`src/hdl/box_resolution_weight_unit_macros.svh`:
```
// Assertion macros for the box resolution weight unit.
// Included by the files that carry concurrent assertions; no other dependency.
`ifndef BOX_RESOLUTION_WEIGHT_UNIT_MACROS_SVH
`define BOX_RESOLUTION_WEIGHT_UNIT_MACROS_SVH

// condition must hold at every edge out of reset
`define BRW_ASSERT_HOLDS(label, clk, rst, cond, msg) \
   label: assert property (@(posedge clk) disable iff (rst) (cond)) else $error(msg);

// antecedent implies consequent in the same cycle
`define BRW_ASSERT_IMPLIES(label, clk, rst, pre, post, msg) \
   label: assert property (@(posedge clk) disable iff (rst) (pre) |-> (post)) else $error(msg);

`endif

```
`src/hdl/brw_pkg.sv`:
```
// Shared types, constants and stage counts for the box resolution weight unit.
// No dependencies; imported by every other file except the macros header.
`timescale 1ns / 1ps

package brw_pkg;

   localparam int COORD_BITS       = 21;
   localparam int WEIGHT_FRAC_BITS = 15;
   localparam int CFG_W            = 3 * COORD_BITS;
   localparam int WEIGHT_W         = WEIGHT_FRAC_BITS + 1;
   localparam int CSR_INDEX_W      = 3;
   localparam int MODE_W           = 2;

   localparam int Q_FRAC = 30;
   localparam int FIX_W  = Q_FRAC + 1;
   localparam logic [FIX_W-1:0] ONE_Q30 = {1'b1, {Q_FRAC{1'b0}}};

   localparam int DIST_W    = COORD_BITS;
   localparam int SQR_W     = 2 * COORD_BITS;
   localparam int SUM_W     = 2 * COORD_BITS + 2;
   localparam int RAD_W     = 64;
   localparam int RAD_SHIFT = 16;
   localparam int SQ_CELLS  = RAD_W / 2;
   localparam int ROOT_W    = 31;
   localparam int DIV_CELLS = Q_FRAC + 1;
   localparam int COS_CELLS = 7;

   localparam int ROUND_SH = Q_FRAC - WEIGHT_FRAC_BITS;
   localparam logic [31:0] ROUND_ADD = (32'd1 << ROUND_SH) >> 1;
   localparam logic [WEIGHT_W-1:0] WEIGHT_ONE = {1'b1, {WEIGHT_FRAC_BITS{1'b0}}};

   localparam logic [FIX_W-1:0] HORNER_INIT = 31'd7;
   localparam logic [FIX_W-1:0] HORNER_COEF [COS_CELLS] = '{
      31'd506, 31'd27060, 31'd987048, 31'd22401992, 31'd272375560,
      31'd1324675879, ONE_Q30
   };

   // pipeline positions on the sideband line, stage four is position zero
   localparam int SQ_END    = SQ_CELLS;
   localparam int DIV_END   = SQ_END + DIV_CELLS;
   localparam int U_IDX     = DIV_END + 1;
   localparam int COS_END   = U_IDX + COS_CELLS;
   localparam int MIX_IDX   = COS_END + 1;
   localparam int SEL_IDX   = MIX_IDX + 1;
   localparam int OUT_IDX   = SEL_IDX + 1;
   localparam int LINE_LEN  = OUT_IDX + 1;

   typedef enum logic [1:0] {
      ZONE_INNER   = 2'd0,
      ZONE_SHELL   = 2'd1,
      ZONE_OUTSIDE = 2'd2
   } zone_type;

   typedef enum logic [MODE_W-1:0] {
      MODE_NEAREST   = 2'd0,
      MODE_COMPONENT = 2'd1,
      MODE_FLAT      = 2'd2
   } mode_type;

   typedef enum logic [CSR_INDEX_W-1:0] {
      CSR_INNER_LOW    = 3'd0,
      CSR_INNER_HIGH   = 3'd1,
      CSR_SHELL_LOW    = 3'd2,
      CSR_SHELL_HIGH   = 3'd3,
      CSR_SHELL_WIDTHS = 3'd4,
      CSR_WEIGHT_MODE  = 3'd5
   } csr_index_type;

   typedef struct packed {
      logic             valid;
      zone_type         zone;
      logic [2:0]       skip;
      logic [2:0]       sat;
      logic             near_ok;
   } side_type;

   typedef struct packed {
      logic [RAD_W-1:0] rad;
      logic [RAD_W-1:0] root;
   } sqrt_type;

   typedef struct packed {
      logic [ROOT_W-1:0]    rem;
      logic [DIV_CELLS-1:0] num;
      logic [DIV_CELLS-1:0] quot;
      logic [ROOT_W-1:0]    den;
   } div_type;

   typedef struct packed {
      logic [FIX_W-1:0] acc;
      logic [FIX_W-1:0] u;
   } cos_type;

endpackage

```
`src/hdl/brw_cos_cell.sv`:
```
// One Horner step of the cosine polynomial chain.
// Depends on brw_pkg.
`timescale 1ns / 1ps

module brw_cos_cell import brw_pkg::*; (
   input  logic             clock,
   input  logic             en,
   input  logic [FIX_W-1:0] coef,
   input  cos_type          cell_i,
   output cos_type          cell_o
);

   cos_type            cell_ff, cell_in;
   logic [2*FIX_W-1:0] prod;
   logic [FIX_W-1:0]   part;

   always_comb begin
      prod        = cell_i.acc * cell_i.u;
      part        = prod[Q_FRAC +: FIX_W];
      cell_in     = cell_i;
      cell_in.acc = (part >= coef) ? '0 : coef - part;
   end

   always_ff @(posedge clock) begin
      if (en) cell_ff <= cell_in;
   end

   assign cell_o = cell_ff;

endmodule

```
`config.mk`:
```
export PLATFORM = sky130hd
export DESIGN_NAME = brw_cos_cell
export DESIGN_NICKNAME = d
export VERILOG_FILES = /design/src/hdl/box_resolution_weight_unit_macros.svh /design/src/hdl/brw_pkg.sv /design/src/hdl/brw_cos_cell.sv
export SDC_FILE = /design/constraint.sdc
export NUM_CORES = 2
export LEC_CHECK = 0
export BUFFER_PORTS_ARGS = -buffer_cell sky130_fd_sc_hd__clkbuf_2
export CORE_ASPECT_RATIO = 0.75
export CORE_MARGIN = 2
export CORE_UTILIZATION = 59
export DETAILED_ROUTE_END_ITERATION = 7
export PLACE_DENSITY = 0.8
export SLEW_MARGIN = 20
export SYNTH_ARGS = -nofsm -noshare
export SYNTH_HDL_FRONTEND = slang
export SYNTH_SLANG_ARGS = --single-unit
```
`constraint.sdc`:
```
create_clock -name clock -period 10.5 [get_ports clock]
set_input_delay 1.05 -clock clock [delete_from_list [all_inputs] [get_ports clock]]
set_output_delay 1.05 -clock clock [all_outputs]
set_load 0.03 [all_outputs]
```
# Yosys cells after proc, flatten, opt, wreduce, memory -nomap -nowiden
# Cells that the tools add are included.
# op_classes
n_addsub	1
multipliers	1
order_cmp	1
# ops
op	count
multiplier 31 x 31 -> 61 bit	1
>= comparator 31 bit	1
subtractor 31 bit	1
# totals
ff_bits	62
inputBits	95
output_inout_bits	62
wordCells	5

# Longest topological paths before layout
# logic_depth
ltp_word	2
depth_mapped	38
ltp_nobuf	37

# Least setup slack after synthesis
# No wires, ideal clock.
# synth_timing
kind	in2reg
from	input cell_i[60] in the netlist's numbering
to	register cell_ff, in the netlist cell_o[43] (data pin)
setup_time_ns	0.265
arrival_ns	9.595
required_time_ns	10.235
slack_ns	0.640
stages	37
path_buffers	2
path_cell_list	clkbuf_1 nand2_1 fa_1 inv_1 fa_1 fa_1 inv_1 fa_1 inv_1 fa_1 fa_1 fa_1 inv_1 fa_1 inv_1 ha_1 a21oi_1 o21bai_1 a211oi_1 nand4_1 o21ai_0 o21bai_1 a21oi_1 o21ai_2 nor4_1 a311oi_1 ha_1 a21o_1 a21o_1 a21oi_1 o211ai_2 a211o_1 a31oi_1 a21oi_1 a41oi_1 buf_2 nor3_1
# synth_between
elab_chain_cells	2
word_cells_on_any_way	3
cone_classes	add/sub (1); mul (1); order compare (1)
# synth_lines
element	line	source
start, declared	brw_cos_cell.sv:9	input cos_type cell_i,
multiplier 31 x 31 -> 61 bit *	brw_cos_cell.sv:18	prod = cell_i.acc * cell_i.u;
subtractor 31 bit / >= comparator 31 bit (equally long branches)	brw_cos_cell.sv:21	cell_in.acc = (part >= coef) ? '0 : coef - part;
end signal, assigned	brw_cos_cell.sv:25	if (en) cell_ff <= cell_in;
end, declared	brw_cos_cell.sv:13	cos_type cell_ff, cell_in;
# Mark *: on every way between the ends. The rest lies on a longest branch, timed or not.
# A chain may end at the register's enable or synchronous reset.

# Worst setup path in the final report
# layout_timing
from	input cell_i[24] in the netlist's numbering
to	register cell_ff, in the netlist cell_o[59] (data pin)
# The elaborated chain is that of the path after synthesis.

==> run metrics <==
leading cell type by number of instances after synthesis=sky130_fd_sc_hd__fa_1; Simple-Gate Fraction of Synth Area=0.1694; via count of the first global-routing pass=27030; gate family responsible for the most delay along the worst path=adder cells; wire length of the first global-routing pass=153200 um; number of antenna violations at the first check in global routing=4; number of standard cells after synthesis=3550; number of max-slew violations in the final report=0; CP required=10.64 ns; Hold Vio Cnt, Final=0; Worst-Margin Slew=0.8268 ns; Syn-to-layout area delta=10.04%; post-layout util=0.6556; total setup violations reported at the end of the flow=0; Period Utilization, post-route=0.9704; number of primary I/O pins=157; Synth Flop Type=sky130_fd_sc_hd__edfxtp_1; Die X=277.9 um; largest incremental delay on the critical path=0.60 ns; worst-path maximum fanout=9; Crit path top cell by count=sky130_fd_sc_hd__fa_1; cell area after technology mapping=33210 sq um; number of input and output port buffers inserted=156; main combinational cell family by area after synthesis=adder cells; number of cell rows=75; largest net degree at the start of global routing=50; GRT Overall Usage=0.3510; most common library cells after synthesis=sky130_fd_sc_hd__fa_1 (836), sky130_fd_sc_hd__inv_1 (774), sky130_fd_sc_hd__nand2_1 (534), sky130_fd_sc_hd__and2_1 (473), sky130_fd_sc_hd__ha_1 (277); setup slack after placement=-0.5471 ns; status=complete, no violations; Mapped Avg Cell Area=9.354 sq um; DPL Wire Length=82400 um; endpoint type of the worst setup path=flip-flop; CTS clock-pin slew for the worst setup and hold paths=0.06 ns; register bit count reported by yosys=62; post-CTS setup buffer count=0; crit path max-delay cell type=sky130_fd_sc_hd__fa_1; Core Box Area=55740 sq um; Bufs and invs on worst path=10; distinct cell type count of the synthesized netlist=60; area share of xor/xnor cells in the synthesized design=0.01530; asr flop ratio synth=0; max_cap viols=0; DRC marker count from the first detailed-route iteration=2666; classification of the worst-slack hold path=input port to flip-flop; maximum clock frequency=98.15 MHz; flip-flop count of the largest register, all copies and words added=62; Routed WL=98080 um; startpoint type of the worst setup path=input port; Initial Utilization=0.5958; DIE HEIGHT=209.5 um; worst endpoint data arrival time=10.32 ns; ratio of cells with drive above 1 in the final layout=0.1162; average via count per standard cell=5.615; CTS root buffer=sky130_fd_sc_hd__clkbuf_16; synthesis warning total=0; worst-case setup margin in the final layout=0.3112 ns; TritonCTS Buffers=9; DRC errors left=0; total overflow reported by the global router=0; Via Count=25230; number of flops mapped to enable cells by yosys=62; biggest area consumer among synthesized cells=sky130_fd_sc_hd__fa_1; portion of netlist area occupied by mux cells=0; mean routed wirelength per cell=21.82 um; Placement Cell Area=36120 sq um; Crit Path Class=input port to flip-flop; number of levels in the clock H-tree=3; NumNets Final=4963; antenna viol nets, final=0; number of clock sinks=62; cell types occupying the most area after synthesis=sky130_fd_sc_hd__fa_1 (50%), sky130_fd_sc_hd__ha_1 (10%), sky130_fd_sc_hd__and2_1 (8.9%); proportion of synthesized chip area in sequential cells=0.05606; clock buffer depth=2; routability cong.=1.019; top-area cell type share of the netlist area=0.5040; area of the die=58220 sq um; setup total negative slack=0 ns; Post-Synth Adder-Cell Area=0.6083; clock tree from TritonCTS=done; post-synthesis net count=4758; crit path time final=10.19 ns; post-cts hold buffer count=0; design area=36540 sq um; Compound-Gate Fraction of Synth Area=0.04114; TritonRoute pass-1 iters=6; max_slew headroom=0.4488
-- cells by family after synthesis --
logic type,Yosys count
buf+inv,970
xor+xnor,58
fa+ha+maj,1113
compound gates,202
flops,62
simple gates,1145
-- worst paths after layout --
kind	depth (start not counted)	to	slack, ns	from
setup / recovery	38	cell_o[59]	0.31	cell_i[24]
hold / removal	1	cell_o[9]	1.06	cell_i[9]
-- final cells by class --
type	instances	area, sq um
Timing Repair Buffer	390	2771
Sequential cell	62	1862
Inverter	774	2905
Clock inverter	6	61.31
Clock buffer	10	229.0
Fill cell	4360	19200
Tap cell	731	914.6
Antenna cell	3	7.507
Multi-Input combinational cell	2518	27790
-- through the flow --
step	hold slack, ns	cells
floorplan	1.149	3550
global placement	1.429	4475
detailed placement	1.424	4475
CTS	1.033	4491
global route	1.039	4494
finish	1.059	4494
-- routing by layer --
layer,share of wire,wire (um),track usage,up-vias
met2,0.41,40570,0.4943,1716
li1,-,-,-,10820
met3,0.17,16600,0.1650,172
met5,0.0014,135,0.01489,-
met1,0.39,38270,0.4913,12520
met4,0.026,2503,0.08518,4
-- placed cells by master, fill, tap and decap left out, drive strengths merged, types with 12 or more instances in the layout --
| cell type | count |
|---|---|
| fa | 836 |
| inv | 775 |
| nand2 | 534 |
| and2 | 473 |
| ha | 277 |
| buf | 244 |
| clkbuf | 156 |
| a21oi | 70 |
| nor2 | 62 |
| edfxtp | 62 |
| o21ai | 36 |
| a21o | 35 |
| xnor2 | 35 |
| xor2 | 23 |
| nor3 | 21 |
| nand3 | 18 |
| nand4 | 12 |
-- repair_timing --
action,in CTS,in global routing
setup endpoints to repair,30,31
gates cloned,0,0
pin swaps,0,5
gates resized for setup,2,56
Power is not shown: default switching activity piles up to over one toggle a cycle in this logic, so the estimate is an artifact.
