`src/hdl/box_resolution_weight_unit_macros.svh`:
```
// Assertion macros for the box resolution weight unit.
// Included by the files that carry concurrent assertions; no other dependency.
`ifndef BOX_RESOLUTION_WEIGHT_UNIT_MACROS_SVH
`define BOX_RESOLUTION_WEIGHT_UNIT_MACROS_SVH

// condition must hold at every edge out of reset
`define BRW_ASSERT_HOLDS(label, clk, rst, cond, msg) \
   label: assert property (@(posedge clk) disable iff (rst) (cond)) else $error(msg);

// antecedent implies consequent in the same cycle
`define BRW_ASSERT_IMPLIES(label, clk, rst, pre, post, msg) \
   label: assert property (@(posedge clk) disable iff (rst) (pre) |-> (post)) else $error(msg);

`endif

```
`src/hdl/brw_pkg.sv`:
```
// Shared types, constants and stage counts for the box resolution weight unit.
// No dependencies; imported by every other file except the macros header.
`timescale 1ns / 1ps

package brw_pkg;

   localparam int COORD_BITS       = 21;
   localparam int WEIGHT_FRAC_BITS = 15;
   localparam int CFG_W            = 3 * COORD_BITS;
   localparam int WEIGHT_W         = WEIGHT_FRAC_BITS + 1;
   localparam int CSR_INDEX_W      = 3;
   localparam int MODE_W           = 2;

   localparam int Q_FRAC = 30;
   localparam int FIX_W  = Q_FRAC + 1;
   localparam logic [FIX_W-1:0] ONE_Q30 = {1'b1, {Q_FRAC{1'b0}}};

   localparam int DIST_W    = COORD_BITS;
   localparam int SQR_W     = 2 * COORD_BITS;
   localparam int SUM_W     = 2 * COORD_BITS + 2;
   localparam int RAD_W     = 64;
   localparam int RAD_SHIFT = 16;
   localparam int SQ_CELLS  = RAD_W / 2;
   localparam int ROOT_W    = 31;
   localparam int DIV_CELLS = Q_FRAC + 1;
   localparam int COS_CELLS = 7;

   localparam int ROUND_SH = Q_FRAC - WEIGHT_FRAC_BITS;
   localparam logic [31:0] ROUND_ADD = (32'd1 << ROUND_SH) >> 1;
   localparam logic [WEIGHT_W-1:0] WEIGHT_ONE = {1'b1, {WEIGHT_FRAC_BITS{1'b0}}};

   localparam logic [FIX_W-1:0] HORNER_INIT = 31'd7;
   localparam logic [FIX_W-1:0] HORNER_COEF [COS_CELLS] = '{
      31'd506, 31'd27060, 31'd987048, 31'd22401992, 31'd272375560,
      31'd1324675879, ONE_Q30
   };

   // pipeline positions on the sideband line, stage four is position zero
   localparam int SQ_END    = SQ_CELLS;
   localparam int DIV_END   = SQ_END + DIV_CELLS;
   localparam int U_IDX     = DIV_END + 1;
   localparam int COS_END   = U_IDX + COS_CELLS;
   localparam int MIX_IDX   = COS_END + 1;
   localparam int SEL_IDX   = MIX_IDX + 1;
   localparam int OUT_IDX   = SEL_IDX + 1;
   localparam int LINE_LEN  = OUT_IDX + 1;

   typedef enum logic [1:0] {
      ZONE_INNER   = 2'd0,
      ZONE_SHELL   = 2'd1,
      ZONE_OUTSIDE = 2'd2
   } zone_type;

   typedef enum logic [MODE_W-1:0] {
      MODE_NEAREST   = 2'd0,
      MODE_COMPONENT = 2'd1,
      MODE_FLAT      = 2'd2
   } mode_type;

   typedef enum logic [CSR_INDEX_W-1:0] {
      CSR_INNER_LOW    = 3'd0,
      CSR_INNER_HIGH   = 3'd1,
      CSR_SHELL_LOW    = 3'd2,
      CSR_SHELL_HIGH   = 3'd3,
      CSR_SHELL_WIDTHS = 3'd4,
      CSR_WEIGHT_MODE  = 3'd5
   } csr_index_type;

   typedef struct packed {
      logic             valid;
      zone_type         zone;
      logic [2:0]       skip;
      logic [2:0]       sat;
      logic             near_ok;
   } side_type;

   typedef struct packed {
      logic [RAD_W-1:0] rad;
      logic [RAD_W-1:0] root;
   } sqrt_type;

   typedef struct packed {
      logic [ROOT_W-1:0]    rem;
      logic [DIV_CELLS-1:0] num;
      logic [DIV_CELLS-1:0] quot;
      logic [ROOT_W-1:0]    den;
   } div_type;

   typedef struct packed {
      logic [FIX_W-1:0] acc;
      logic [FIX_W-1:0] u;
   } cos_type;

endpackage

```
`src/hdl/brw_sqrt_cell.sv`:
```
// One digit step of the integer square root chain.
// Depends on brw_pkg.
`timescale 1ns / 1ps

module brw_sqrt_cell import brw_pkg::*; (
   input  logic             clock,
   input  logic             en,
   input  logic [RAD_W-1:0] step_bit,
   input  sqrt_type         cell_i,
   output sqrt_type         cell_o
);

   sqrt_type         cell_ff, cell_in;
   logic [RAD_W-1:0] trial;

   always_comb begin
      trial   = cell_i.root + step_bit;
      cell_in = cell_i;
      if (cell_i.rad >= trial) begin
         cell_in.rad  = cell_i.rad - trial;
         cell_in.root = (cell_i.root >> 1) + step_bit;
      end else begin
         cell_in.root = cell_i.root >> 1;
      end
   end

   always_ff @(posedge clock) begin
      if (en) cell_ff <= cell_in;
   end

   assign cell_o = cell_ff;

endmodule

```
`config.mk`:
```
export PLATFORM = sky130hd
export DESIGN_NAME = brw_sqrt_cell
export DESIGN_NICKNAME = d
export VERILOG_FILES = /design/src/hdl/box_resolution_weight_unit_macros.svh /design/src/hdl/brw_pkg.sv /design/src/hdl/brw_sqrt_cell.sv
export SDC_FILE = /design/constraint.sdc
export NUM_CORES = 1
export LEC_CHECK = 0
export ABC_AREA = 1
export BUFFER_PORTS_ARGS = -buffer_cell sky130_fd_sc_hd__buf_2
export CELL_PAD_IN_SITES_DETAIL_PLACEMENT = 1
export CELL_PAD_IN_SITES_GLOBAL_PLACEMENT = 1
export CORE_MARGIN = 4
export CORE_UTILIZATION = 41
export CTS_BUF_LIST = sky130_fd_sc_hd__clkbuf_8
export CTS_CLUSTER_SIZE = 16
export DETAILED_ROUTE_END_ITERATION = 8
export PLACE_DENSITY = 0.83
export SLEW_MARGIN = 15
export SYNTH_ARGS = -nofsm -noshare
export SYNTH_HDL_FRONTEND = slang
export SYNTH_SLANG_ARGS = --single-unit
```
`constraint.sdc`:
```
create_clock -name clock -period 5 [get_ports clock]
set_input_delay 1 -clock clock [delete_from_list [all_inputs] [get_ports clock]]
set_output_delay 1 -clock clock [all_outputs]
set_load 0.05 [all_outputs]
```
# ---- Word-level counts from Yosys, hierarchy flattened
# Cells that the tools add are included.
dict set report op_classes {
  n_addsub 3
  order_cmp 1
  n_mux 2
}
# op n
set op_table {}
lappend op_table {{$add A63 B64 Y64} 1}
lappend op_table {{$add A64 B64 Y64} 1}
lappend op_table {{$ge A64 B64 Y1} 1}
lappend op_table {{$mux W64} 1}
lappend op_table {{$sub A64 B64 Y64} 1}
lappend op_table {{$mux W63} 1}
dict set report totals {
  regBits 128
  output_inout_bits 128
}

# ---- Depth between registers and ports, before layout
dict set report depth {
  depth_word 3
  depth_mapped 31
  mapped_depth_nobuf 30
}

# ---- Worst setup path after synthesis
# No wires, ideal clock.
dict set report synth_path {
  path_type {input-to-reg}
  startpoint {input port step_bit[0]}
  endpoint {register cell_ff (netlist bit cell_o[12]) (data pin)}
  arrival_ns 4.194
  required_time_ns 4.735
  slack_ns 0.540
  stages 28
  n_path_buf 2
  path_cell_list {ha_1 -> inv_1 -> fa_1 -> inv_1 -> nand3_1 -> nand2_1 -> nand2_1 -> nand2_1 -> nand2_1 -> nand2_1 -> nand3b_1 -> nand3_1 -> nand2_1 -> nand3b_1 -> nand2_1 -> ha_1 -> nand2_2 -> inv_1 -> nand2_1 -> nand2_1 -> a21oi_1 -> nand2_1 -> a21oi_4 -> nand3_2 -> buf_8 -> buf_4 -> nand2_1 -> o21ai_0}
}
# item line_no
set synth_lines {}
lappend synth_lines {{start: declaration} brw_sqrt_cell.sv:8} ;# input logic [RAD_W-1:0] step_bit,
lappend synth_lines {{end signal: assignment} brw_sqrt_cell.sv:28} ;# if (en) cell_ff <= cell_in;
lappend synth_lines {{end: declaration} brw_sqrt_cell.sv:13} ;# sqrt_type cell_ff, cell_in;

==> summary.txt <==
Status
  – Outcome: complete, no violations

Timing
  – Worst setup margin: 350.3 ps
  – Hold_ws: 779.6 ps
  – Final Hold Vio Count: 0
  – Setup_tns: 0 ps
  – RSZ-0062 raised after global routing: no
  – Tmin final: 4650 ps
  – Max Slew Vio Count: 0
  – Fmax: 215.1 MHz
  – Least-Margin Pin Slew: 717.0 ps
  – Endpoints failing setup: 0
  – Max-slew headroom: 0.5220
  – Crit share post-route: 0.9299

Logic synthesis
  – Ys flop type: edfxtp_1
  – Number of synthesized flops with an enable pin: 128
  – Mapped Nets: 4,506
  – Average size of a mapped cell: 5.440 sq um
  – Cell variety after synth: 42
  – Fraction of registers with async set/reset: 0
  – Cell area after synthesis: 22,410 sq um
  – Sequential area share after synthesis: 0.1715
  – Synthesized instance count: 4,119
  – Number of synthesis warnings: 0
  – Flops & latches, synth: 128

CTS
  – Hold Buf Count CTS: 0
  – H-tree level count: 4
  – Cts repair resizes: 0
  – CTS tree: built
  – Num CTS Buffers: 17
  – Number of setup buffers added after CTS: 0
  – # clock sinks: 128
  – Clock transition at path regs: 90 ps
  – Clk buf depth: 2
  – Clock root cell: clkbuf_8

Placed design
  – DP Cell Count: 5,257
  – Number of port buffers: 321
  – Worst slack at placement: -153.7 ps
  – Final GP Congestion: 0.9900
  – Post-DP Area: 25,880 sq um
  – Post-DP HPWL: 93.12 mm

Hold path
  – Hold path cells: 3
  – WHS Endpoint: cell_o[122]$_DFFE_PP_
  – Worst min path class: in2reg
  – Hold wc startpoint: cell_i[122]

Die
  – Initial Utilization: 0.4156
  – Site row count: 85
  – Io pins: 322
  – Die area: 58,460 sq um
  – Die height: 241.8 microns
  – Core area: 53,920 sq um
  – Die width: 241.8 microns

Power
  – Pleak: 15.50 nW
  – Pwr/cell area: 301.5 nW/um^2
  – Peak VDD IR: 0.1917 mV
  – Pwr Total: 7.911 mW

Finish
  – Layout Nets: 4,967
  – Post-route cell area: 26,240 sq um
  – Layout Utilization: 0.4866
  – Sequential cell area: 3844 sq um
  – Area Overhead vs Synth: 17.07%
  – # fillers: 8,092
  – Share of layout cells above drive strength 1: 0.1154
  – Final Non-Filler Cells: 5,288
  – Multi-input logic area: 14,910 sq um
  – Max FFs per register: 128

Worst setup path
  – Endpoint arrival time on the critical path: 5060 ps
  – Worst endpoint required time: 5410 ps
  – Crit-path cells: buf_2, ha_1, buf_4, nand2_1, nor2_1, inv_1, nor2_1, inv_1, nor2_1, nand4_1, nand3b_1, nand2_1, ha_1, nand2_1, nor2_1, nand2_1, inv_1, and3_4, nand3_4, nand3_4, buf_12, buf_12, nand2_1, o21ai_1
  – Crit end category: flip-flop
  – Worst setup SP type: input port
  – Crit Path Category: in2reg
  – CP max stage cell: ha_1
  – Crit-path max FO: 37
  – CP max stage delay: 340 ps
  – Critical Path Most Common Cell: nand2_1

Drt
  – First-pass DRT Iterations: 5
  – Vias after detailed routing: 27.51k
  – Wire per inst: 19.86 microns
  – DRC violations left: 0
  – DR vias/cell: 5.203
  – Detailed Route WL: 105.0 mm
  – DRT iter0 DRCs: 1,656
  – Post-DRT Antenna Nets: 0

Flow run
  – Max-Cap Viols: 0

GRT
  – Total gr overflow: 0
  – Largest net degree at the start of global routing: 71
  – Vias in the first global route: 28.01k
  – First-pass GRT wire length: 157.7 mm
  – Initial antenna violation count: 1
  – GRT Util Overall: 0.3500
how the worst max path moves through the flow:
| stage | from | to | slack (ps) | depth (start not counted) |
|---|---|---|---|---|
| 4_1_cts | step_bit[2] | cell_o[31]$_DFFE_PP_ | 480 | 26 |
| 3_5_place_dp | step_bit[0] | cell_o[31]$_DFFE_PP_ | -150 | 27 |
| 5_1_grt | step_bit[0] | cell_o[35]$_DFFE_PP_ | 60 | 28 |
| 3_3_place_gp | step_bit[20] | cell_o[40]$_DFFE_PP_ | -10 | 22 |
| 2_1_floorplan | step_bit[0] | cell_o[12]$_DFFE_PP_ | 540 | 28 |
| 6_report | cell_i[50] | cell_o[31]$_DFFE_PP_ | 350 | 24 |
kinds of logic (layout without fill, tap and decap cells):
kind of cell | after synthesis | count (layout) | synth area share
AO/OA/AOI/OAI | 341 | 341 | 0.07873
XOR/XNOR | 97 | 97 | 0.03791
AND/OR/NAND/NOR | 2420 | 2420 | 0.4395
other | 0 | 1 | 0
buffers and inverters | 940 | 1412 | 0.1636
adder cells (fa/ha/maj) | 193 | 193 | 0.1088
flip-flops | 128 | 128 | 0.1715
cell usage in the layout, fill, tap and decap left out, types with 3 or more instances in the layout:
| cell | Yosys | layout |
|---|---|---|
| buf_4 | 7 | 151 |
| nor2_1 | 377 | 377 |
| a21oi_1 | 171 | 171 |
| xnor2_1 | 32 | 32 |
| nor3_1 | 35 | 35 |
| xor2_1 | 65 | 65 |
| o21a_1 | 6 | 6 |
| nor2_2 | 6 | 6 |
| o21ai_0 | 75 | 75 |
| buf_12 | 0 | 6 |
| nand3_1 | 206 | 206 |
| fa_1 | 3 | 3 |
| nand2_1 | 1652 | 1652 |
| o21bai_1 | 9 | 9 |
| clkbuf_8 | 0 | 17 |
| inv_1 | 901 | 901 |
| inv_2 | 3 | 3 |
| ha_1 | 190 | 190 |
| and2_1 | 7 | 7 |
| edfxtp_1 | 128 | 128 |
| o21ai_1 | 76 | 76 |
| buf_2 | 2 | 320 |
| clkinvlp_4 | 0 | 4 |
| and3_1 | 3 | 3 |
| nor4_1 | 9 | 9 |
| nand3b_1 | 23 | 23 |
| nand4_1 | 87 | 87 |
| clkinv_4 | 0 | 3 |
per-layer routing:
metal,track usage,share of wire
met1,0.4376,0.42
met2,0.6083,0.47
met3,0.03401,0.053
met4,0.1648,0.052
met5,0,0
where the power goes:
group,total (mW),leakage [nW],internal [mW],switching [mW]
Clock,0.922,0.168,0.386,0.536
Combinational,5.39,14.1,1.61,3.78
Sequential,1.60,1.25,1.52,0.0803
Total,7.91,15.5,3.51,4.40
worst max-delay path: cells and delay by family:
kind	cells	cell delay [ps]
adder cells (fa/ha/maj)	2	660
AND/OR/NAND/NOR	14	2280
AO/OA/AOI/OAI	1	100
buffers and inverters	7	990
final cells by class:
cell class	instances	area share
Clock inverter	13	0.004483
Tap cell	696	0.03319
Timing Repair Buffer	478	0.1093
Antenna cell	1	0.00009538
Inverter	904	0.1293
Sequential cell	128	0.1465
Multi-Input combinational cell	3051	0.5682
Clock buffer	17	0.008918
synth_stat cells (2+ instances only):
cell type	number	share of area
nand2_1	1652	0.28
inv_1	901	0.15
nor2_1	377	0.063
nand3_1	206	0.046
ha_1	190	0.11
a21oi_1	171	0.038
edfxtp_1	128	0.17
nand4_1	87	0.024
o21ai_1	76	0.017
o21ai_0	75	0.017
xor2_1	65	0.025
nor3_1	35	0.0078
xnor2_1	32	0.013
nand3b_1	23	0.0077
buf_6	13	0.0065
clkbuf_1	13	0.0022
nor4_1	9	0.0025
o21bai_1	9	0.0030
and2_1	7	0.0020
buf_4	7	0.0023
nor2_2	6	0.0017
o21a_1	6	0.0020
and3_1	3	0.00084
fa_1	3	0.0027
inv_2	3	0.00050
a21o_1	2	0.00067
buf_2	2	0.00045
nand2_2	2	0.00056
nand3_2	2	0.00089
nor4_2	2	0.0011
(Power assumes the default switching activity.)
