`config.mk`:
```
export PLATFORM = sky130hd
export DESIGN_NAME = brw_div_cell
export DESIGN_NICKNAME = d
export VERILOG_FILES = /design/src/hdl/box_resolution_weight_unit_macros.svh /design/src/hdl/brw_pkg.sv /design/src/hdl/brw_div_cell.sv
export SDC_FILE = /design/constraint.sdc
export NUM_CORES = 1
export LEC_CHECK = 0
export BUFFER_PORTS_ARGS = -buffer_cell sky130_fd_sc_hd__buf_2
export CAP_MARGIN = 10
export CORE_MARGIN = 10
export CORE_UTILIZATION = 50
export DETAILED_ROUTE_END_ITERATION = 16
export PLACE_DENSITY = 0.83
export SYNTH_ARGS = -nofsm -noshare
export SYNTH_HDL_FRONTEND = slang
export SYNTH_SLANG_ARGS = --single-unit
```
`constraint.sdc`:
```
create_clock -name clock -period 5.1 [get_ports clock]
set_input_delay 0 -clock clock [delete_from_list [all_inputs] [get_ports clock]]
set_output_delay 0 -clock clock [all_outputs]
set_load 0.03 [all_outputs]
```
`src/hdl/box_resolution_weight_unit_macros.svh`:
```
// Assertion macros for the box resolution weight unit.
// Included by the files that carry concurrent assertions; no other dependency.
`ifndef BOX_RESOLUTION_WEIGHT_UNIT_MACROS_SVH
`define BOX_RESOLUTION_WEIGHT_UNIT_MACROS_SVH

// condition must hold at every edge out of reset
`define BRW_ASSERT_HOLDS(label, clk, rst, cond, msg) \
   label: assert property (@(posedge clk) disable iff (rst) (cond)) else $error(msg);

// antecedent implies consequent in the same cycle
`define BRW_ASSERT_IMPLIES(label, clk, rst, pre, post, msg) \
   label: assert property (@(posedge clk) disable iff (rst) (pre) |-> (post)) else $error(msg);

`endif

```
`src/hdl/brw_pkg.sv`:
```
// Shared types, constants and stage counts for the box resolution weight unit.
// No dependencies; imported by every other file except the macros header.
`timescale 1ns / 1ps

package brw_pkg;

   localparam int COORD_BITS       = 21;
   localparam int WEIGHT_FRAC_BITS = 15;
   localparam int CFG_W            = 3 * COORD_BITS;
   localparam int WEIGHT_W         = WEIGHT_FRAC_BITS + 1;
   localparam int CSR_INDEX_W      = 3;
   localparam int MODE_W           = 2;

   localparam int Q_FRAC = 30;
   localparam int FIX_W  = Q_FRAC + 1;
   localparam logic [FIX_W-1:0] ONE_Q30 = {1'b1, {Q_FRAC{1'b0}}};

   localparam int DIST_W    = COORD_BITS;
   localparam int SQR_W     = 2 * COORD_BITS;
   localparam int SUM_W     = 2 * COORD_BITS + 2;
   localparam int RAD_W     = 64;
   localparam int RAD_SHIFT = 16;
   localparam int SQ_CELLS  = RAD_W / 2;
   localparam int ROOT_W    = 31;
   localparam int DIV_CELLS = Q_FRAC + 1;
   localparam int COS_CELLS = 7;

   localparam int ROUND_SH = Q_FRAC - WEIGHT_FRAC_BITS;
   localparam logic [31:0] ROUND_ADD = (32'd1 << ROUND_SH) >> 1;
   localparam logic [WEIGHT_W-1:0] WEIGHT_ONE = {1'b1, {WEIGHT_FRAC_BITS{1'b0}}};

   localparam logic [FIX_W-1:0] HORNER_INIT = 31'd7;
   localparam logic [FIX_W-1:0] HORNER_COEF [COS_CELLS] = '{
      31'd506, 31'd27060, 31'd987048, 31'd22401992, 31'd272375560,
      31'd1324675879, ONE_Q30
   };

   // pipeline positions on the sideband line, stage four is position zero
   localparam int SQ_END    = SQ_CELLS;
   localparam int DIV_END   = SQ_END + DIV_CELLS;
   localparam int U_IDX     = DIV_END + 1;
   localparam int COS_END   = U_IDX + COS_CELLS;
   localparam int MIX_IDX   = COS_END + 1;
   localparam int SEL_IDX   = MIX_IDX + 1;
   localparam int OUT_IDX   = SEL_IDX + 1;
   localparam int LINE_LEN  = OUT_IDX + 1;

   typedef enum logic [1:0] {
      ZONE_INNER   = 2'd0,
      ZONE_SHELL   = 2'd1,
      ZONE_OUTSIDE = 2'd2
   } zone_type;

   typedef enum logic [MODE_W-1:0] {
      MODE_NEAREST   = 2'd0,
      MODE_COMPONENT = 2'd1,
      MODE_FLAT      = 2'd2
   } mode_type;

   typedef enum logic [CSR_INDEX_W-1:0] {
      CSR_INNER_LOW    = 3'd0,
      CSR_INNER_HIGH   = 3'd1,
      CSR_SHELL_LOW    = 3'd2,
      CSR_SHELL_HIGH   = 3'd3,
      CSR_SHELL_WIDTHS = 3'd4,
      CSR_WEIGHT_MODE  = 3'd5
   } csr_index_type;

   typedef struct packed {
      logic             valid;
      zone_type         zone;
      logic [2:0]       skip;
      logic [2:0]       sat;
      logic             near_ok;
   } side_type;

   typedef struct packed {
      logic [RAD_W-1:0] rad;
      logic [RAD_W-1:0] root;
   } sqrt_type;

   typedef struct packed {
      logic [ROOT_W-1:0]    rem;
      logic [DIV_CELLS-1:0] num;
      logic [DIV_CELLS-1:0] quot;
      logic [ROOT_W-1:0]    den;
   } div_type;

   typedef struct packed {
      logic [FIX_W-1:0] acc;
      logic [FIX_W-1:0] u;
   } cos_type;

endpackage

```
`src/hdl/brw_div_cell.sv`:
```
// One quotient bit of the restoring divider chain.
// Depends on brw_pkg.
`timescale 1ns / 1ps

module brw_div_cell import brw_pkg::*; (
   input  logic    clock,
   input  logic    en,
   input  div_type cell_i,
   output div_type cell_o
);

   div_type         cell_ff, cell_in;
   logic [ROOT_W:0] trial;
   logic            qbit;

   always_comb begin
      trial   = {cell_i.rem, cell_i.num[DIV_CELLS-1]};
      qbit    = (trial >= {1'b0, cell_i.den});
      cell_in = cell_i;
      cell_in.rem  = qbit ? ROOT_W'(trial - {1'b0, cell_i.den}) : ROOT_W'(trial);
      cell_in.num  = cell_i.num << 1;
      cell_in.quot = {cell_i.quot[DIV_CELLS-2:0], qbit};
   end

   always_ff @(posedge clock) begin
      if (en) cell_ff <= cell_in;
   end

   assign cell_o = cell_ff;

endmodule

```
# Yosys cells after proc, flatten, opt, wreduce, memory -nomap -nowiden

Cells that the tools add are included.

Add/subtract/negate cells: 1
Magnitude comparators: 1
Multiplexer cells: 1

Operators by type and width:

| cell                                         | number |
|---|---|
| greater-or-equal comparator 32 x 31 -> 1 bit | 1 |
| two-way mux 31 bit                           | 1 |
| subtractor 31 bit                            | 1 |

Register bits after elaboration: 123
Bits of input ports: 126
Logic and storage cells: 7

# Longest topological paths before layout

Gate-level depths: netlist of run 1.

Depth in word-level cells: 2
Mapped depth: 13
Gate-level depth less buffers: 12

# Least setup slack after synthesis of run 1

Ideal clock, no wire load.

Path kind: input to register
From: input port cell_i[25] (netlist name)
To: register cell_ff, in the netlist cell_o[111], data pin
Data arrival time: 2085 ps
Required time: 4840 ps
Slack: 2755 ps
Stages: 10
Path buffers: 0
Cells stage by stage: inv_1 > ha_1 > a21o_1 > a21o_1 > a2111oi_1 > nor3_1 > a211o_1 > nor2_4 > inv_4 > mux2_4

RTL lines:

| what                 | RTL line           | RTL |
|---|---|---|
| from (decl)          | brw_div_cell.sv:8  | `input div_type cell_i,` |
| to (signal assigned) | brw_div_cell.sv:26 | `if (en) cell_ff <= cell_in;` |
| to (decl)            | brw_div_cell.sv:12 | `div_type cell_ff, cell_in;` |

==> metrics list, run 1 <==
* Max reg flops: 123
- The worst hold path begins at cell_i[123].
* Post-layout utilization of the core: 78.59%
- RePlAce Congestion: 0.9616
- The number of antenna violations at the first check in global routing is 0.
* Overflow after GRT: 0
- Global-route wire length before repair: 36,050 um
- Count of final hold-check violations: 0
- After synthesis the netlist holds a flip-flop and latch count of 123.
- EDFF count, synth: 123
* Ys async rst share: 0%
* Slew Viols, Final: 0
- Clock tree from TritonCTS: built
* Footprint of the flip-flops and latches: 0.003694 mm2
* Area share of the leading cell type in the synthesized netlist: 63.17%
* Most area-hungry cell type in the Yosys netlist: sky130_fd_sc_hd__edfxtp_1
* Gate count after technology mapping: 472
- Entering global routing, the biggest net connects 85 pins.
* Clock-pin slew of the registers on the worst-case setup and hold paths: 0.06 ns
* Class of the tightest hold or removal check: in -> reg
- Rows: 39
* Worst rel slew slack: 25.86%
* Hold Path Depth: 4
- Highest achievable clock rate: 293.4 MHz
* Final worst path period need: 3.408 ns
* Boundary pin count: 250
- Max-cap violation count: 0
- Detailed placement ended at an HPWL of 14,060 um.
* Non-filler cells in the finished layout: 1,004
- 0 antenna diodes ended up in the layout.
- In the routed design, unresolved DRC markers number 0.
* Worst Setup Slack post-DPL: 1.874 ns
* Full die area: 0.01642 mm2
* Die width: 128.1 um
- The internal portion of the total power is 0.002224 W.
- Worst endpoint data arrival time: 3.58 ns
- Register share of total power: 39.4%
* Post-route fraction of the period consumed by the critical path: 66.83%
* Total of warnings raised by yosys: 0
- The share of total power dissipated in the clock network is 36.2%.
- Count of placed standard cells including taps: 850
- Along the worst path, the maximum fanout reaches 46.
* Total standard cell area after synthesis: 0.005847 mm2
* Worst Max-Slew Pin Slew: 1.112 ns
- Launching element type of the critical path: primary input
* CTS H-tree lvls: 4
- In this run, the combinational gates consume 24.4% of the power.
- Multi-input combinational cell area: 0.001912 mm2
* Via count of the first global-routing pass: 5,838
- Clock buffers created by TritonCTS: 17
- First DRT Iteration DRCs: 733
- Syn Nets: 630
- The tree is rooted in a sky130_fd_sc_hd__clkbuf_16.
- Required time at the endpoint of the critical path: 5.28 ns
- Number of setup violations in the final report: 0
- Number of filler instances in the final layout: 631
- Net switching is 31.30% of the power.
- RSZ-0062 raised after global routing: no
* Vias after detailed routing: 5,813
- Dividing the detail-routed via count by the number of cells gives 5.790.
* Areal power density over the cells: 360.8 mW/mm2
- In the final layout, the share of cells above drive strength 1 is 32.87%.
- Worst Setup Path Type: in -> reg
* Growth of design area from synthesis to finish: 53.48%
* Area of the core: 0.01142 mm2
- Dividing the synthesized area by the synthesized cell count gives 12.39 um2.
- For this design the total switching power over the nets is 0.001014 W.
* Number of distinct library cells after synthesis: 49
* Number of input and output port buffers inserted: 247
- Worst ir drop on vdd: 0.3339 mV
- Clock sink total: 123
- After detailed routing, the average wire length per cell comes to 24.26 um.
- Chip Height: 128.1 um
- For this configuration, the core starts out at a cell density of 51.21%.
* Post-detailed-routing wire length: 24,360 um
* Hold slack final: 0.2122 ns
* Overall routing resource usage: 28.66%
* CTS Buffer Depth: 2
- STA classifies the critical path endpoint as a register.
* Setup Fix Bufs, Post-CTS: 0
* Proportion of synthesized chip area in sequential cells: 63.17%
- Worst hold endpoint: cell_o[100]
- For this run, the leading register cell type out of synthesis is sky130_fd_sc_hd__edfxtp_1.
- Leakage power of the design: 3.983 nW
* Number of iterations in the first detailed-routing pass: 8
- Result of the run: completed
- In the final timing run, aggregate negative setup slack is 0 ns.
- The net count of the finished layout is 1,006.
- Cells taking the most area after synthesis: sky130_fd_sc_hd__edfxtp_1 (63%), sky130_fd_sc_hd__ha_1 (6.6%), sky130_fd_sc_hd__a21oi_1 (4.2%)
- After layout, the worst setup slack is 1.692 ns.
* Ranking of synthesized cells by instance count: sky130_fd_sc_hd__edfxtp_1 (123), sky130_fd_sc_hd__a21oi_1 (49), sky130_fd_sc_hd__inv_1 (41), sky130_fd_sc_hd__nor2_1 (41), sky130_fd_sc_hd__nand2_1 (35)
- Yosys instantiated no cell more often than sky130_fd_sc_hd__edfxtp_1.
- Once detail routing completed, the nets flagged for antenna violations numbered 0.
-- worst max path at each step --
stage	slack, ns	to	from
floorplan	2.75	cell_o[111]	cell_i[25]
global placement	1.90	cell_o[111]	cell_i[2]
detailed placement	1.87	cell_o[111]	cell_i[92]
CTS	1.73	cell_o[111]	cell_i[92]
global route	1.37	cell_o[111]	cell_i[92]
finish	1.69	cell_o[111]	cell_i[92]
-- metal layers --
metal  wire length [um]  share of wire (%)  vias up  global-route usage [%]
met4                811                3.3        0                   11.52
met1               8389                 34     2725                   31.52
met2              12490                 51      503                   50.51
met3               2672                 11       89                   8.561
li1                   -                  -     2496                       -
met5                  0                  0        -                       0
-- critical path, cell delays in order --
cell                            delay, ns
sky130_fd_sc_hd__dlygate4sd3_1       0.54
sky130_fd_sc_hd__buf_2               0.14
sky130_fd_sc_hd__inv_1               0.05
sky130_fd_sc_hd__ha_1                0.17
sky130_fd_sc_hd__fa_1                0.22
sky130_fd_sc_hd__nor2b_1             0.07
sky130_fd_sc_hd__o31ai_1             0.27
sky130_fd_sc_hd__a21oi_1             0.18
sky130_fd_sc_hd__o21ai_0             0.53
sky130_fd_sc_hd__a211oi_1            0.22
sky130_fd_sc_hd__nor2_4              0.49
sky130_fd_sc_hd__inv_4               0.32
sky130_fd_sc_hd__mux2_4              0.38
-- per-stage QoR --
step	instance area [um2]	total power (W)
2_1_floorplan	5847	0.001717
3_3_place_gp	7191	0.001924
3_5_place_dp	7191	0.001946
4_1_cts	8974	0.003156
5_1_grt	8974	0.003320
6_report	8974	0.003238
-- cell type report --
cell class | count | area share, %
clock inverters | 12 | 1.394
clock buffers | 20 | 4.866
well taps | 143 | 1.994
flip-flops and latches | 123 | 41.16
inverters | 42 | 1.785
multi-input cells | 294 | 21.31
repair buffers | 370 | 27.50
-- cells by family after synthesis --
family	share of synthesized area, %
muxes	0.2567
other	0.06414
and+or+nand+nor	9.223
buffers and inverters	4.130
adders and majority gates	6.976
DFF	63.17
xor gates and xnor gates	3.445
AOI/OAI and AO/OA	12.73
-- power by group through the flow --
stage / sequential, W / clock (W) / combinational (W)
2_1_floorplan: 0.00149 / 0 / 0.000231
3_3_place_gp: 0.00127 / 0 / 0.000652
3_5_place_dp: 0.00128 / 0 / 0.000667
4_1_cts: 0.00126 / 0.00115 / 0.000751
5_1_grt: 0.00128 / 0.00121 / 0.000830
6_report: 0.00128 / 0.00117 / 0.000790
-- cell usage in the layout, fill, tap and decap left out, drive strengths merged, types with 4 or more instances in the layout --
master,netlist,layout
buf,9,248
edfxtp,123,123
dlygate4sd3,0,122
a21oi,49,49
inv,42,42
nor2,42,42
nand2,35,35
ha,31,31
o21ai,27,27
clkbuf,4,20
xor2,12,12
xnor2,11,11
a211oi,7,7
clkinv,0,7
nand4,5,5
nand3,5,5
a21o,5,5
o21bai,5,5
and2,5,5
nor3,5,5
nor2b,4,4
o211ai,4,4
nand2b,4,4
-- timing repair --
action	in CTS	in global routing
endpoints found under the hold margin	122	0
hold buffers	122	0
resized for setup	0	0
Power figures use the tool's default switching activity.
==> run 2, diff against run 1 <==
Settings changed: ABC_AREA from default to 1, PLACE_DENSITY 0.83 to 0.81.
Clock period 5.1 ns to 3.3 ns, I/O delays scaled along.
==> run 2 against run 1 <==
Against the previous run: final area grew 9.9%; die area grew 11%; global-route usage shrank 1.2 points; sequential share of layout area shrank 3.7 points; clock power grew 65%; core utilization shrank 1.4 points; non-clock buffer count grew 2; worst setup slack lost 0.86 ns; sequential power grew 52%; combinational power grew 61%; via count grew 14%; first-iteration DRC count shrank 17%; largest cell class unchanged; highest routed layer unchanged.
==> metrics list, run 2 <==
- Top sig layer: met4
- The total negative slack for setup checks was 0 ns (unchanged).
* Initial antenna violation count: 0 (unchanged)
- The number of ports placed on the die boundary came to 250 (unchanged).
- The root buffer cell chosen for the clock tree is sky130_fd_sc_hd__clkbuf_16.
- The flip-flop and latch count after synthesis is 123 (unchanged).
* Worst hold endpoint: cell_o[120]
- The count of instances resized after the clock tree is built was 0 (unchanged).
* Launching element type of the critical path: primary input
- Number of filler instances in the final layout: 822 (+30%)
* Areal power density over the cells: 522.6 mW/mm2 (+45%)
* Number of iterations in the first detailed-routing pass: 7 (-1)
* Hold slack final: 0.1431 ns (-0.06912 ns)
- Based on the critical path, the design can be clocked at up to 405.3 MHz.
- The min-delay analysis places its worst path in the category in -> reg.
- Chip Height: 135.0 um (+5.4%)
* Worst Setup Path Type: in -> reg
* Via count of the first global-routing pass: 6,674 (+14%)
- The area of the core region came to 0.01277 mm2 (+12%).
* Post-placement cell area: 0.008043 mm2 (+12%)
- Count of final hold-check violations: 0 (unchanged)
* Sort of element at the end of the critical path: register
- Worst Max-Slew Pin Slew: 0.7115 ns (-0.4006 ns)
- The share of the synthesized area in the top cell type came to 55.82% (-7.3 points).
- Hold Path Depth: 1 (-3)
- Met3 wire length: 2438 um (-8.8%)
* Most frequently used cell type in the post-synthesis netlist: sky130_fd_sc_hd__nand2_1
* Starting Density: 51.80% (+0.59 points)
- Multi-input combinational cell area: 0.002291 mm2 (+20%)
- Among all flip-flop cells after synthesis, the most frequent one is sky130_fd_sc_hd__edfxtp_1.
- The count of pins over their slew limit is 0 (unchanged).
- Worst Setup Slack post-DPL: 0.9901 ns (-0.8836 ns)
* EDFF count, synth: 123 (unchanged)
* Max reg flops: 123 (unchanged)
- For the finished layout, the period the worst path requires is 2.468 ns.
- WL met1: 9116 um (+8.7%)
- The final worst slack is 0.8324 ns (-0.8594 ns).
- The setup-violating endpoint count in the final report is 0 (unchanged).
* Most common cell after layout, fill and taps aside: sky130_fd_sc_hd__nand2_1
- The number of buffers inserted during clock tree synthesis came to 17 (unchanged).
- Max-cap violation count: 0 (unchanged)
- Global-route wire length before repair: 38,180 um (+5.9%)
* Die width: 135.0 um (+5.4%)
* RSZ-0062 raised after global routing: no
- Leakage power of the design: 5.083 nW (+28%)
* Worst rel slew slack: 52.56% (+27 points)
- DR DRC count: 0 (unchanged)
- Gate count after technology mapping: 754 (+60%)
- The worst vdd rail ir drop is 0.2549 mV (-24%).
- Via/cell ratio: 4.993 (-14%)
* RePlAce Congestion: 0.9352 (-2.7%)
* Total standard cell area after synthesis: 0.006616 mm2 (+13%)
- Overflow after GRT: 0 (unchanged)
- The sequential area share after synthesis was 55.82% (-7.3 points).
* Clock-pin slew of the registers on the worst-case setup and hold paths: 0.06 ns (about the same)
- The half-perimeter wire length of the detailed placement result came to 16,180 um (+15%).
- Number of distinct library cells after synthesis: 29 (-41%)
* Commonest cells after routing, fill and taps aside: sky130_fd_sc_hd__nand2_1 (292), sky130_fd_sc_hd__buf_2 (246), sky130_fd_sc_hd__inv_1 (152)
* Critical-path maximum fanout: 34 (-26%)
- Footprint of the flip-flops and latches: 0.003694 mm2 (unchanged)
* Mean area per synthesized cell: 8.775 um2 (-29%)
- Residual antenna-violating net count after detailed routing: 0 (unchanged)
- Worst endpoint data arrival time: 2.75 ns (-0.83 ns)
- The all-layer global routing usage was 27.41% (-1.2 points).
- Ys async rst share: 0% (unchanged)
- The required time of the critical path was 3.59 ns (-1.69 ns).
- The detailed-route wire length was 25,160 um (+3.3%).
* Total Nets Final: 1,296 (+29%)
* CTS Buffer Depth: 2 (unchanged)
* Number of input and output port buffers inserted: 247 (unchanged)
- Pin count of the biggest net entering global routing: 53 (-38%)
- The synthesized design spends more area on one cell type than any other, namely sky130_fd_sc_hd__edfxtp_1.
- TritonCTS built the clock tree.
* Final design instance area without fill: 0.009864 mm2 (+9.9%)
* Result of the run: completed
- The worst hold path begins at en.
- Post-route fraction of the period consumed by the critical path: 74.78%
- The via total after detailed routing was 6,611 (+14%).
* Fraction of layout cells with a size suffix above 1: 25.46% (-7.4 points)
* CTS H-tree lvls: 4 (unchanged)
- The total die area is 0.01823 mm2 (+11%).
- The routed length per placed instance was 19.01 um (-22%).
- The net count after synthesis was 912 (+45%).
- Growth of design area from synthesis to finish: 49.09%
* Clock sink total: 123 (unchanged)
- Rows: 41 (+5.1%)
- The met2 wire length came to 12,910 um (+3.4%).
- First DRT Iteration DRCs: 606 (-17%)
- Ranking of synthesized cells by instance count: sky130_fd_sc_hd__nand2_1 (292), sky130_fd_sc_hd__inv_1 (152), sky130_fd_sc_hd__edfxtp_1 (123)
- Total of warnings raised by yosys: 0 (unchanged)
- Cells taking the most area after synthesis: sky130_fd_sc_hd__edfxtp_1 (56%), sky130_fd_sc_hd__nand2_1 (17%), sky130_fd_sc_hd__inv_1 (8.6%)
run 2: what timing repair did:
action / CTS / global route
endpoints found under the hold margin: 122 / 0
hold buffers: 122 / 0
setup endpoints to repair: 0 / 0
buffers inserted: 0 / 0
run 2: layout make-up:
class / instances / share of cell area [%]
flip-flops and latches: 123 / 37.44
repair buffers: 372 / 25.16
multi-input cells: 469 / 23.22
inverters: 155 / 5.898
clock buffers: 18 / 4.351
well taps: 172 / 2.182
clock inverters: 14 / 1.712
diodes: 1 / 0.02537
run 2: metal layers:
| metal | GRT usage, % | vias to the layer above |
|---|---|---|
| li1 | - | 3135 |
| met1 | 30.35 | 3007 |
| met2 | 48.88 | 413 |
| met3 | 7.604 | 56 |
| met4 | 10.29 | 0 |
| met5 | 0 | - |
run 2: worst max path at each step:
stage             endpoint  cells past startpoint  startpoint
6_report       cell_o[115]                     16   cell_i[0]
5_1_grt        cell_o[113]                     17  cell_i[92]
4_1_cts        cell_o[115]                     16   cell_i[0]
3_5_place_dp   cell_o[115]                     15   cell_i[0]
3_3_place_gp   cell_o[115]                     15   cell_i[0]
2_1_floorplan  cell_o[100]                     17  cell_i[92]
run 2: logic make-up (layout without fill, tap and decap cells):
group                    count (synthesis)  in the layout  synth area share, %
AND/OR/NAND/NOR                        399            399                24.64
buffers and inverters                  162            559                9.550
flip-flops                             123            123                55.82
adder cells (fa/ha/maj)                 32             32                6.165
AO/OA/AOI/OAI                           23             23                1.910
XOR/XNOR                                14             14                1.853
other                                    1              2              0.05668
run 2: power by group:
group / internal, W / switching, W / total [W]
combinational: 0.000424 / 0.000850 / 0.00127
clock: 0.00119 / 0.000738 / 0.00193
sequential: 0.00191 / 0.0000489 / 0.00195
total: 0.00352 / 0.00164 / 0.00515
run 2: through the flow:
stage | total power, W | util (%) | instances
after floorplan | 0.002703 | - | 754
after global placement | 0.003067 | 62.96 | 1169
after detailed placement | 0.003090 | 62.96 | 1169
after CTS | 0.005104 | 77.21 | 1323
after global routing | 0.005346 | 77.21 | 1323
final | 0.005155 | 77.23 | 1324
run 2: critical path, cell delays in order:
cell	delay [ns]
sky130_fd_sc_hd__dlygate4sd3_1	0.54
sky130_fd_sc_hd__buf_2	0.13
sky130_fd_sc_hd__ha_1	0.22
sky130_fd_sc_hd__fa_1	0.37
sky130_fd_sc_hd__inv_1	0.13
sky130_fd_sc_hd__nand2_1	0.08
sky130_fd_sc_hd__nand2_1	0.10
sky130_fd_sc_hd__nand3_1	0.08
sky130_fd_sc_hd__nand2_2	0.12
sky130_fd_sc_hd__nand2_1	0.07
sky130_fd_sc_hd__nand3_1	0.07
sky130_fd_sc_hd__nand2_1	0.08
sky130_fd_sc_hd__nand2_4	0.07
sky130_fd_sc_hd__buf_4	0.36
sky130_fd_sc_hd__nand3_1	0.21
sky130_fd_sc_hd__nand2_1	0.11
==> run 3, diff against run 2 <==
Clock period 3.3 ns to 2.3 ns, I/O delays scaled along.
==> run 3 against run 2 <==
Against the previous run: sequential cell count is the same; sequential share of layout area shrank 0.28 points; non-clock buffer count grew 1; first-iteration DRC count shrank 9.2%; sequential power grew 44%; worst setup slack lost 0.68 ns; final area grew 0.76%; worst hold slack lost 0.13 ns; final cell count is essentially flat; routed wire length grew 0.70%; combinational power grew 46%.
==> metrics list, run 3 (same netlist as run 2, synthesis figures left out) <==
- Result of the run: completed
- Critical-path maximum fanout: 29 (-15%)
- The layout filler cell count was 858 (+4.4%).
- Clock-pin slew of the registers on the worst-case setup and hold paths: 0.06 ns (about the same)
* Initial antenna violation count: 2 (+2)
* Clock tree from TritonCTS: built
* Growth of design area from synthesis to finish: 50.23%
* Multi-input combinational cell area: 0.002302 mm2 (+0.49%)
- Pin count of the biggest net entering global routing: 78 (+47%)
* CTS H-tree lvls: 4 (unchanged)
- The number of sinks on the clock net came to 123 (unchanged).
* Via/cell ratio: 4.977 (-0.33%)
- The pre-CTS setup slack was 0.1258 ns (-0.8643 ns).
- Library cell contributing the largest single delay on the critical path: sky130_fd_sc_hd__dlygate4sd3_1
- Area of the core: 0.01277 mm2 (unchanged)
- Worst endpoint data arrival time: 2.43 ns (-0.32 ns)
* Post-detailed-routing wire length: 25,340 um (+0.70%)
* Highest achievable clock rate: 465.6 MHz
- After layout, the minimum clock period comes to 2.148 ns.
- The chip width is 135.0 um (unchanged).
* Areal power density over the cells: 756.0 mW/mm2 (+45%)
- The number of global-route vias before repair is 6,786 (+1.7%).
- Total Nets Final: 1,297 (+0.077%)
- Required time at the endpoint of the critical path: 2.59 ns (-1.00 ns)
* Boundary pin count: 250 (unchanged)
- Master cell of the clock root buffer: sky130_fd_sc_hd__clkbuf_16
- The iteration-0 DRC count of the detailed router was 550 (-9.2%).
* Fraction of layout cells with a size suffix above 1: 25.89% (+0.43 points)
- Final critical-path setup slack: 0.1523 ns (-0.6801 ns)
- Worst ir drop on vdd: 0.4023 mV (+58%)
- The cell that appears most often on the critical path is sky130_fd_sc_hd__nand2_1.
- The number of max-capacitance violations reported is 0 (unchanged).
- PnR Total Power: 0.007515 W (+46%)
- The count of pins over their slew limit was 0 (unchanged).
- Footprint of the flip-flops and latches: 0.003694 mm2 (unchanged)
- The end-of-flow core utilization was 77.81% (+0.59 points).
- The final critical path takes up 93.38% of the cycle.
* Most common cell after layout, fill and taps aside: sky130_fd_sc_hd__nand2_1
- Number of iterations in the first detailed-routing pass: 6 (-1)
* Launching element type of the critical path: primary input
- The final weighted congestion in routability-driven placement came to 0.9372 (+0.21%).
* Critical Path, Cell by Cell: dlygate4sd3_1, buf_2, inv_1, ha_1, nand2_2, inv_1, nand2_1, nand2_1, a21oi_2, nand3_1, nand2_1, nand2_4, inv_4, nand2_1, nand2_1
- The number of buffers between clock root and the deepest sink was 2 (unchanged).
- Setup Fix Bufs, Post-CTS: 0 (unchanged)
- The worst stage delay on the critical path was 0.57 ns (+0.03 ns).
- The leakage component of the power came to 5.110 nW (+0.54%).
- The final global-route overflow total came to 0 (unchanged).
- Full die area: 0.01823 mm2 (unchanged)
- Class of the tightest hold or removal check: in -> reg
- The number of hold-slack violations in the final timing report came to 0 (unchanged).
- Residual antenna-violating net count after detailed routing: 0 (unchanged)
- Sum of net half-perimeters after detailed placement: 15,970 um (-1.3%)
* Worst Setup Path Type: in -> reg
- The global-route wire length before repair came to 38,620 um (+1.2%).
- The number of buffers added on ports came to 247 (unchanged).
- Starting Density: 51.80% (unchanged)
- The via total after detailed routing came to 6,594 (-0.26%).
* Routed WL per cell: 19.12 um (+0.62%)
* Overall routing resource usage: 27.60% (+0.19 points)
* Rows: 41 (unchanged)
- Commonest cells after routing, fill and taps aside: sky130_fd_sc_hd__nand2_1 (291), sky130_fd_sc_hd__buf_2 (246), sky130_fd_sc_hd__inv_1 (152)
- STA classifies the critical path endpoint as a register.
* Max reg flops: 123 (unchanged)
- DR DRC count: 0 (unchanged)
* Number of setup violations in the final report: 0 (unchanged)
- The number of buffers inserted during clock tree synthesis is 17 (unchanged).
* Chip Height: 135.0 um (unchanged)
-- run 3: cell types whose count changed in the layout (fill, tap and decap cells not counted), sizes merged --
cell,before,now
clkbuf,18,17
diode,1,2
clkinvlp,4,3
bufinv,3,4
clkinv,5,4
buf,250,251
inv,157,158
-- run 3: power by group --
part	leakage, nW	internal, W	switching [W]
Sequential	1.20	0.00273	0.0000716
Combinational	3.61	0.000619	0.00123
Clock	0.294	0.00181	0.00104
-- run 3: final cells by class --
| cell class | instances | share of cell area [%] |
|---|---|---|
| diodes | 2 | 0.05035 |
| clock buffers | 17 | 4.280 |
| clock inverters | 14 | 1.964 |
| inverters | 155 | 5.879 |
| multi-input cells | 469 | 23.16 |
| flip-flops and latches | 123 | 37.16 |
| well taps | 172 | 2.165 |
| repair buffers | 373 | 25.34 |
-- run 3: routing by layer --
metal / vias to the layer above / global-route usage, % / wire, um
met2: 374 / 48.53 / 12670
met4: 0 / 11.48 / 1006
met1: 3005 / 31.00 / 9388
met5: - / 0 / 0
li1: 3144 / - / -
met3: 71 / 7.196 / 2277
-- run 3: worst paths after layout --
kind / startpoint / to / slack [ns] / cells past startpoint
hold / removal: cell_i[93] / cell_o[94] / 0.02 / 3
setup / recovery: cell_i[10] / cell_o[104] / 0.15 / 15
-- run 3: timing repair --
action,4_1_cts,5_1_grt
hold buffers,122,0
gates resized for setup,0,7
endpoints found under the hold margin,125,0
endpoints found under the setup margin,0,31
-- run 3: worst max-delay path, delay by kind of cell --
family                     cells  cell delay, ns
AOI/OAI and AO/OA              1            0.15
adders and majority gates      1            0.37
buffers and inverters          5            1.09
and+or+nand+nor                8            0.79
-- run 3: stage by stage --
step	hold WS [ns]	instance area [um2]	cells	TNS [ns]
finish	0.01779	9940	1325	0
global route	0.05876	9940	1325	-0.02976
CTS	0.01586	9917	1323	0
detailed placement	0.1788	8075	1170	0
global placement	0.1765	8075	1170	0
floorplan	0.09887	6616	754	0
